<file path="src/design/rtc_nibble_register_bank_macros.svh">
// ----------------------------------------------------------------------------
// RTC nibble register bank assertion macros
// Shared concurrent assertion forms, clocked and disabled during reset.
// ----------------------------------------------------------------------------
`ifndef RTC_NIBBLE_REGISTER_BANK_MACROS_SVH
`define RTC_NIBBLE_REGISTER_BANK_MACROS_SVH

// The consequent must hold in the same cycle as the antecedent.
`define RNRB_ASSERT_SAME(label, clk, rst_n, ante, cons) \
	label: assert property (@(posedge clk) disable iff (!rst_n) (ante) |-> (cons)) \
		else $error("rnrb assertion failed");

// The consequent must hold in the cycle after the antecedent.
`define RNRB_ASSERT_NEXT(label, clk, rst_n, ante, cons) \
	label: assert property (@(posedge clk) disable iff (!rst_n) (ante) |=> (cons)) \
		else $error("rnrb assertion failed");

`endif

</file>
<file path="src/design/rnrb_pkg.sv">
// ----------------------------------------------------------------------------
// RTC nibble register bank package
// Operation codes, layout constants and the BCD digit split.
// ----------------------------------------------------------------------------
package rnrb_pkg;

	// Bus operations carried by the op field.
	typedef enum logic [1:0] {
		OP_ADDR  = 2'd0,
		OP_WRITE = 2'd1,
		OP_READ  = 2'd2,
		OP_TIME  = 2'd3
	} op_t;

	// Register layout.
	localparam int CELLS_PER_BLOCK = 13;
	localparam logic [3:0] SELECT_REG = 4'd13;
	localparam int NIBBLE_W = 4;

	// Blocks 1 to 3 live in RAM, each block on a 16-entry boundary.
	localparam int RAM_BLOCKS = 3;
	localparam int RAM_DEPTH = RAM_BLOCKS * 16;
	localparam int RAM_AW = $clog2(RAM_DEPTH);

	// Two BCD digits of a byte value.
	typedef struct packed {
		logic [3:0] tens;
		logic [3:0] units;
	} bcd_pair_t;

	// Split a byte into its units digit and its tens digit modulo ten.
	// Division by ten uses the reciprocal 205/2048, exact for all bytes.
	function automatic bcd_pair_t bcd_split(input logic [7:0] v);
		logic [15:0] p1;
		logic [4:0]  q1;
		logic [12:0] p2;
		logic [1:0]  q2;
		bcd_pair_t   r;
		p1 = 16'(v) * 16'd205;
		q1 = p1[15:11];
		p2 = 13'(q1) * 13'd205;
		q2 = p2[12:11];
		r.units = 4'(v - 8'(q1) * 8'd10);
		r.tens  = 4'(q1 - 5'(q2) * 5'd10);
		return r;
	endfunction

endpackage

</file>
<file path="src/design/rnrb_ram.sv">
// ----------------------------------------------------------------------------
// RTC nibble register bank RAM
// Generic single-write, single-read RAM with registered read data.
// ----------------------------------------------------------------------------
module rnrb_ram #(
	parameter int WIDTH = 4,
	parameter int DEPTH = 48
) (
	input  logic                     clk,
	input  logic                     we,
	input  logic [$clog2(DEPTH)-1:0] waddr,
	input  logic [WIDTH-1:0]         wdata,
	input  logic                     re,
	input  logic [$clog2(DEPTH)-1:0] raddr,
	output logic [WIDTH-1:0]         rdata
);

	logic [WIDTH-1:0] mem [DEPTH];

	// A read in the same cycle as a write to that entry returns the old data.
	always_ff @(posedge clk) begin
		if (we) begin
			mem[waddr] <= wdata;
		end
		if (re) begin
			rdata <= mem[raddr];
		end
	end

endmodule

</file>
<file path="src/design/rtc_nibble_register_bank.sv">
// ----------------------------------------------------------------------------
// RTC nibble register bank
// Address latch, block select and four blocks of thirteen nibble cells.
// ----------------------------------------------------------------------------
// Usage: one input channel (in_valid/in_ready) carries a bus transaction:
// an address write, a data write, a data read or a calendar time update.
// Every input transaction produces exactly one output transaction
// (out_valid/out_ready) with read_data, zero unless the operation was a data
// read, and the dirty flag as it stands after that operation.
// out_valid rises when the transaction moves from stage 1 into the output
// register. One transaction is accepted per cycle unless the output stalls;
// the RAM that holds blocks 1 to 3 is read at acceptance and written when
// the transaction leaves stage 1, with a forwarding path between the two.
// Block 0 is held in flip-flops so that a time update loads all of its
// thirteen cells together at acceptance.
// Reset clears the address latch, block select, dirty flag and the per-cell
// valid bits, so every cell reads as zero until written; no clearing pass.
// When the receiver stalls, the output register holds its transaction, the
// stage before it fills, and then in_ready drops until the output drains.
// ----------------------------------------------------------------------------
`include "rtc_nibble_register_bank_macros.svh"

module rtc_nibble_register_bank (
	input  logic       clk,
	input  logic       arst_n,
	input  logic       in_valid,
	output logic       in_ready,
	input  logic [1:0] op,
	input  logic [7:0] data,
	input  logic [5:0] seconds,
	input  logic [5:0] minutes,
	input  logic [4:0] hours,
	input  logic [2:0] weekday,
	input  logic [4:0] day_of_month,
	input  logic [3:0] month,
	input  logic [7:0] years_since_1980,
	output logic       out_valid,
	input  logic       out_ready,
	output logic [7:0] read_data,
	output logic       dirty
);

	// Architectural state.
	logic [3:0]                   reg_address_q;
	logic [1:0]                   block_select_q;
	logic [rnrb_pkg::NIBBLE_W-1:0] blk0_q [rnrb_pkg::CELLS_PER_BLOCK];
	logic [rnrb_pkg::RAM_DEPTH-1:0] ram_valid_q;
	logic                         dirty_q;

	// Stage 1: accepted transaction waiting for RAM read data.
	logic                          valid_s1;
	rnrb_pkg::op_t                 op_s1;
	logic [3:0]                    nib_s1;
	logic [1:0]                    blk_s1;
	logic                          use_ram_s1;
	logic [rnrb_pkg::RAM_AW-1:0]   addr_s1;
	logic [7:0]                    rd_direct_s1;
	logic                          byp_s1;
	logic [3:0]                    byp_data_s1;

	// Stage 2: output register.
	logic       out_valid_s2;
	logic [7:0] read_data_s2;
	logic       dirty_s2;

	// Decode of the incoming transaction against the current state.
	rnrb_pkg::op_t               op_in;
	logic [3:0]                  nib_in;
	logic                        in_accept;
	logic                        is_cell_in;
	logic                        use_ram_in;
	logic [rnrb_pkg::RAM_AW-1:0] addr_in;
	logic [1:0]                  blk_m1_in;
	logic [7:0]                  rd_direct_in;

	// Stage 1 datapath.
	logic                        s1_adv;
	logic [3:0]                  ram_rdata;
	logic [3:0]                  cell_s1;
	logic                        ram_we;
	logic                        dirty_nxt;
	logic [7:0]                  rd_s1;

	// BCD digits for a time update.
	rnrb_pkg::bcd_pair_t sec_bcd;
	rnrb_pkg::bcd_pair_t min_bcd;
	rnrb_pkg::bcd_pair_t hr_bcd;
	rnrb_pkg::bcd_pair_t dom_bcd;
	rnrb_pkg::bcd_pair_t mon_bcd;
	rnrb_pkg::bcd_pair_t yr_bcd;

	// Handshake: stage 1 moves on when the output register is free.
	assign s1_adv    = valid_s1 && (!out_valid_s2 || out_ready);
	assign in_ready  = !valid_s1 || s1_adv;
	assign in_accept = in_valid && in_ready;

	// Input decode.
	assign op_in      = rnrb_pkg::op_t'(op);
	assign nib_in     = data[3:0];
	assign is_cell_in = reg_address_q < rnrb_pkg::SELECT_REG;
	assign use_ram_in = (op_in == rnrb_pkg::OP_WRITE || op_in == rnrb_pkg::OP_READ)
		&& is_cell_in && (block_select_q != 2'd0);
	assign blk_m1_in  = block_select_q - 2'd1;
	assign addr_in    = {blk_m1_in, reg_address_q};

	// Read values that do not come from the RAM.
	always_comb begin
		rd_direct_in = 8'h00;
		if (op_in == rnrb_pkg::OP_READ) begin
			if (reg_address_q == rnrb_pkg::SELECT_REG) begin
				rd_direct_in = {6'b111100, block_select_q};
			end else if (!is_cell_in) begin
				rd_direct_in = 8'hff;
			end else begin
				rd_direct_in = {4'hf, blk0_q[reg_address_q]};
			end
		end
	end

	// Digit split of the calendar fields.
	assign sec_bcd = rnrb_pkg::bcd_split(8'(seconds));
	assign min_bcd = rnrb_pkg::bcd_split(8'(minutes));
	assign hr_bcd  = rnrb_pkg::bcd_split(8'(hours));
	assign dom_bcd = rnrb_pkg::bcd_split(8'(day_of_month));
	assign mon_bcd = rnrb_pkg::bcd_split(8'(month));
	assign yr_bcd  = rnrb_pkg::bcd_split(years_since_1980);

	// Address latch, block select and block 0 cells update at acceptance.
	always_ff @(posedge clk or negedge arst_n) begin
		if (!arst_n) begin
			reg_address_q  <= 4'd0;
			block_select_q <= 2'd0;
			for (int i = 0; i < rnrb_pkg::CELLS_PER_BLOCK; i++) begin
				blk0_q[i] <= '0;
			end
		end else if (in_accept) begin
			case (op_in)
				rnrb_pkg::OP_ADDR: begin
					reg_address_q <= nib_in;
				end
				rnrb_pkg::OP_WRITE: begin
					if (reg_address_q == rnrb_pkg::SELECT_REG) begin
						block_select_q <= nib_in[1:0];
					end else if (is_cell_in && block_select_q == 2'd0) begin
						blk0_q[reg_address_q] <= nib_in;
					end
				end
				rnrb_pkg::OP_TIME: begin
					blk0_q[0]  <= sec_bcd.units;
					blk0_q[1]  <= sec_bcd.tens;
					blk0_q[2]  <= min_bcd.units;
					blk0_q[3]  <= min_bcd.tens;
					blk0_q[4]  <= hr_bcd.units;
					blk0_q[5]  <= hr_bcd.tens;
					blk0_q[6]  <= {1'b0, weekday};
					blk0_q[7]  <= dom_bcd.units;
					blk0_q[8]  <= dom_bcd.tens;
					blk0_q[9]  <= mon_bcd.units;
					blk0_q[10] <= mon_bcd.tens;
					blk0_q[11] <= yr_bcd.units;
					blk0_q[12] <= yr_bcd.tens;
				end
				default: begin
				end
			endcase
		end
	end

	// RAM for blocks 1 to 3, read at acceptance, written when stage 1 moves on.
	rnrb_ram #(
		.WIDTH(rnrb_pkg::NIBBLE_W),
		.DEPTH(rnrb_pkg::RAM_DEPTH)
	) u_ram (
		.clk  (clk),
		.we   (ram_we),
		.waddr(addr_s1),
		.wdata(nib_s1),
		.re   (in_accept),
		.raddr(addr_in),
		.rdata(ram_rdata)
	);

	// Stage 1 control.
	always_ff @(posedge clk or negedge arst_n) begin
		if (!arst_n) begin
			valid_s1 <= 1'b0;
		end else if (in_ready) begin
			valid_s1 <= in_valid;
		end
	end

	// Stage 1 payload, with forwarding of a write to the entry being read.
	always_ff @(posedge clk) begin
		if (in_accept) begin
			op_s1        <= op_in;
			nib_s1       <= nib_in;
			blk_s1       <= block_select_q;
			use_ram_s1   <= use_ram_in;
			addr_s1      <= addr_in;
			rd_direct_s1 <= rd_direct_in;
			byp_s1       <= ram_we && (addr_s1 == addr_in);
			byp_data_s1  <= nib_s1;
		end
	end

	// Current cell value: forwarded, stored, or zero if never written.
	always_comb begin
		if (byp_s1) begin
			cell_s1 = byp_data_s1;
		end else if (ram_valid_q[addr_s1]) begin
			cell_s1 = ram_rdata;
		end else begin
			cell_s1 = 4'h0;
		end
	end

	// A data write to blocks 1 to 3 stores only a changed nibble.
	assign ram_we    = s1_adv && (op_s1 == rnrb_pkg::OP_WRITE) && use_ram_s1
		&& (cell_s1 != nib_s1);
	assign dirty_nxt = dirty_q || (ram_we && blk_s1[1]);
	assign rd_s1     = (op_s1 == rnrb_pkg::OP_READ && use_ram_s1) ? {4'hf, cell_s1}
		: rd_direct_s1;

	// Valid bits and the dirty flag.
	always_ff @(posedge clk or negedge arst_n) begin
		if (!arst_n) begin
			ram_valid_q <= '0;
			dirty_q     <= 1'b0;
		end else begin
			if (ram_we) begin
				ram_valid_q[addr_s1] <= 1'b1;
			end
			dirty_q <= dirty_nxt;
		end
	end

	// Output register control.
	always_ff @(posedge clk or negedge arst_n) begin
		if (!arst_n) begin
			out_valid_s2 <= 1'b0;
		end else if (!out_valid_s2 || out_ready) begin
			out_valid_s2 <= valid_s1;
		end
	end

	// Output register payload.
	always_ff @(posedge clk) begin
		if (s1_adv) begin
			read_data_s2 <= rd_s1;
			dirty_s2     <= dirty_nxt;
		end
	end

	assign out_valid = out_valid_s2;
	assign read_data = read_data_s2;
	assign dirty     = dirty_s2;

	// Checks on the pipeline and the stored state.
	`RNRB_ASSERT_NEXT(a_dirty_sticky, clk, arst_n, dirty_q, dirty_q)
	`RNRB_ASSERT_SAME(a_ram_we_blocks, clk, arst_n, ram_we, (blk_s1 != 2'd0) && valid_s1)
	`RNRB_ASSERT_SAME(a_stall_blocks_input, clk, arst_n, valid_s1 && !s1_adv, !in_ready)

endmodule
</file>
<file path="config.mk">
export PLATFORM = sky130hd
export DESIGN_NAME = rtc_nibble_register_bank
export DESIGN_NICKNAME = d
export VERILOG_FILES = /design/src/design/rnrb_pkg.sv /design/src/design/rnrb_ram.sv /design/src/design/rtc_nibble_register_bank.sv
export VERILOG_INCLUDE_DIRS = /design/src /design/src/design
export SDC_FILE = /design/constraint.sdc
export NUM_CORES = 1
export LEC_CHECK = 0
export ABC_AREA = 1
export BUFFER_PORTS_ARGS = -buffer_cell sky130_fd_sc_hd__buf_2
export CAP_MARGIN = 20
export CELL_PAD_IN_SITES_DETAIL_PLACEMENT = 1
export CELL_PAD_IN_SITES_GLOBAL_PLACEMENT = 1
export CORE_MARGIN = 5
export CORE_UTILIZATION = 46
export DETAILED_ROUTE_END_ITERATION = 10
export PLACE_DENSITY = 0.8
export SYNTH_ARGS = -nofsm -noshare
export SYNTH_HDL_FRONTEND = slang
export SYNTH_SLANG_ARGS = --single-unit
export TNS_END_PERCENT = 20
</file>
<file path="constraint.sdc">
create_clock -name clk -period 4.2 [get_ports clk]
set_input_delay 0.84 -clock clk [delete_from_list [all_inputs] [get_ports clk]]
set_output_delay 0.84 -clock clk [all_outputs]
set_load 0.01 [all_outputs]
</file>
==> results_dict.tcl <==
set metrics [dict create \
    ys_ff_latch 335 \
    die_width_um 215 \
    post-route-util_pct 54.1 \
    cts_made_buffers 35 \
    fin_setup_tns_ns -7.38 \
    vias 15777 \
    syn_area_um2 19400 \
    drive_gt1_share_pct 16.1 \
    cts_tree "yes" \
    netlist_top_cells_area "edfxtp_1 (35%), dfrtp_1 (14%), ha_1 (12%)" \
    viasPerCell 5.81 \
    p_comb_share_pct 41.8 \
    rsz0062_at_grt "true" \
    setup_slack_ns -2.22 \
    ir_drop_mv 0.293 \
    root_buffer "clkbuf_16" \
    mostFrequentLayoutCells "nand2_1 (391), inv_1 (251), edfxtp_1 (226), ha_1 (167), buf_4 (143)" \
    rr_worst_depth 19 \
    routed_wl_um 60600 \
    grt_pass1_vias 17054 \
    crit_end "blk0_q[2]$_DFFE_PN0P_" \
    grt.total_usage_pct 25.2 \
    globalplace.congestion 0.871 \
    ys_warn_count 0 \
    overflow 0 \
    ios 62 \
    dieArea_um2 46400 \
    grt_max_degree 110 \
    syn_to_final_growth_pct 16.7 \
    critical_path_class "primary input to flip-flop" \
    antenna_found_initial 3 \
    drtIter0Drc 1380 \
    async_reset_ff_share_pct 32.5 \
    path_common_cell "nand2_1" \
    cpMaxStageDelayCell "fa_1" \
    synth_nets 2251 \
    synth_edf_count 226 \
    dr.pass1.iters 6 \
    tightest_slew_ns 1.16 \
    switching_share_pct 37.1 \
    dp_hpwl_um 41100 \
    die_y_um 215 \
    cts_sinks 335 \
    post-route-period-util_pct 153 \
    p_per_area_nw_per_um2 536 \
    layout_commonest_cell "nand2_1" \
    post-place-cells 2639 \
    leakage_nw 10.1 \
    synth_ff_type "edfxtp_1" \
    min_path_type "primary input to async pin" \
    port_buffers 57 \
    grt_pass1_wl_um 93900 \
    seqPwrFrac_pct 33.6 \
    drv_cap 0 \
    worstPathRequired_ns 4.61 \
    final_cell_count_no_fill 2714 \
    clock_latency_ns 0.54 \
    max_freq_mhz 156 \
    status "complete, but fails checks" \
    path_clk_slew_ns 0.06 \
    fp-row-count 75 \
    cp-start-kind "primary input" \
    max_slew_margin_pct 22.6 \
    nets 2419 \
    setup_viol 5 \
    synth_top_cell_area_share_pct 35.0 \
    synth_top_area_cell "edfxtp_1" \
    end_kind "flip-flop" \
    clkPwrFrac_pct 24.6 \
    final_hold_viol_count 0 \
    slew_violations 0 \
    syn_avg_cell_area_um2 9.79 \
    p_int_mw 7.63 \
    violations "setup timing" \
    start_util_pct 46.4 \
    r2r_slack_ns 0.31 \
    wl_per_cell_um 22.3 \
    clockBufferDepth 3 \
    synthCells 1982 \
    finalClockSkew_ns 0.0308 \
    antenna_cells 0 \
    yosysSeqAreaShare_pct 49.0 \
    r2r-start "addr_s1[0]$_DFFE_PP_" \
    cp_slowest_stage_delay_ns 0.57 \
    switching_power_mw 4.50 \
    cts-htree-levels 2 \
    core_um2 41900 \
    drc_errors 0 \
    reg2reg_to "u_ram.mem[16][2]$_DFFE_PP_" \
    worstPathArrival_ns 6.83 \
    ant_nets 0 \
    synth_cell_types 50 \
    cp-startpoint "years_since_1980[5]" \
    min_period_ns 6.42 \
    worst-path-max-fanout 3 \
]
==> kinds of logic after synthesis <==
kind of cell             share of synthesized area, %
flip-flops                                       49.0
AND/OR/NAND/NOR                                  14.3
XOR/XNOR                                         1.22
multiplexers                                    0.406
adder cells (fa/ha/maj)                          15.3
AO/OA/AOI/OAI                                    12.6
buffers and inverters                            7.16
==> flip-flops by register name (all words and copies together) (netlist names) <==
name	flops
reg_address_q	4
blk0_q	52
rd_direct_s1	5
u_ram.rdata	4
dirty	1
byp_s1	1
valid_s1	1
blk_s1	1
addr_s1	6
ram_valid_q	48
read_data	5
block_select_q	2
out_valid	1
byp_data_s1	4
op_s1	2
nib_s1	4
dirty_q	1
use_ram_s1	1
u_ram.mem	192
==> how the worst min path moves through the flow <==
stage,from,endpoint,slack (ns),cells after the start
2_1_floorplan,ram_valid_q[2]$_DFFE_PN0P_,ram_valid_q[2]$_DFFE_PN0P_,0.42,2
3_3_place_gp,ram_valid_q[2]$_DFFE_PN0P_,ram_valid_q[2]$_DFFE_PN0P_,0.44,2
3_5_place_dp,ram_valid_q[2]$_DFFE_PN0P_,ram_valid_q[2]$_DFFE_PN0P_,0.45,2
4_1_cts,arst_n,ram_valid_q[47]$_DFFE_PN0P_,0.42,2
5_1_grt,arst_n,ram_valid_q[9]$_DFFE_PN0P_,0.42,2
6_report,arst_n,ram_valid_q[13]$_DFFE_PN0P_,0.36,2
==> stage by stage <==
step	power, mW	worst slack (ns)	hold slack, ns	cell area (µm²)
6_report	12.1	-2.22	0.358	22600
3_5_place_dp	8.46	-2.63	0.447	21100
5_1_grt	12.8	-2.41	0.417	22600
2_1_floorplan	6.84	-2.02	0.419	19500
3_3_place_gp	8.14	-2.39	0.437	21100
4_1_cts	11.6	-2.01	0.420	22400
==> cell usage after synthesis, drive strengths merged, types with 5 or more instances <==
master,number
nand2,406
inv,266
edfxtp,226
ha,186
nor2,117
a22oi,109
dfrtp,109
nand3,99
o21ai,94
a21oi,87
clkbuf,40
buf,32
fa,32
xor2,24
o21bai,19
o22ai,17
or2,13
nand4,11
nor3,11
o21a,8
o221ai,8
mux2,7
nor4,7
a31oi,6
a221oi,5
a2bb2oi,5
nand3b,5
o211ai,5
==> per-layer routing <==
metal  wire [µm]  vias up  global-route usage (%)
met3        3570      115                    3.90
met2       30800      534                    44.6
met4        1630        6                    6.91
met1       24500     7966                    32.3
met5          46        -                       0
li1            -     7156                       -
==> final cells by class <==
type | instances | area, µm²
clock buffers | 48 | 935
well taps | 539 | 674
clock inverters | 14 | 135
flip-flops and latches | 335 | 9510
repair buffers | 203 | 1450
inverters | 269 | 1010
fillers | 4643 | 19200
multi-input cells | 1306 | 8930
==> timing repair <==
action,in CTS,in global routing
pin swaps,26,33
endpoints found under the setup margin,5,26
buffers inserted,10,3
hold buffers,0,0
resized for setup,22,52
==> critical path, delay by kind of cell <==
family	cells	cell delay (ns)
fa+ha+maj	10	3.71
simple gates	16	1.42
buf+inv	9	0.51
compound gates	3	0.33
==> power groups by stage <==
stage	Sequential [mW]	Combinational, mW	Clock, mW
final	4.07	5.07	2.99
after global routing	4.10	5.54	3.17
after CTS	4.07	4.53	3.02
after detailed placement	4.12	4.33	0
after global placement	4.10	4.03	0
after floorplan	4.05	2.79	0
Note: power is estimated with default switching activity, not from simulation.
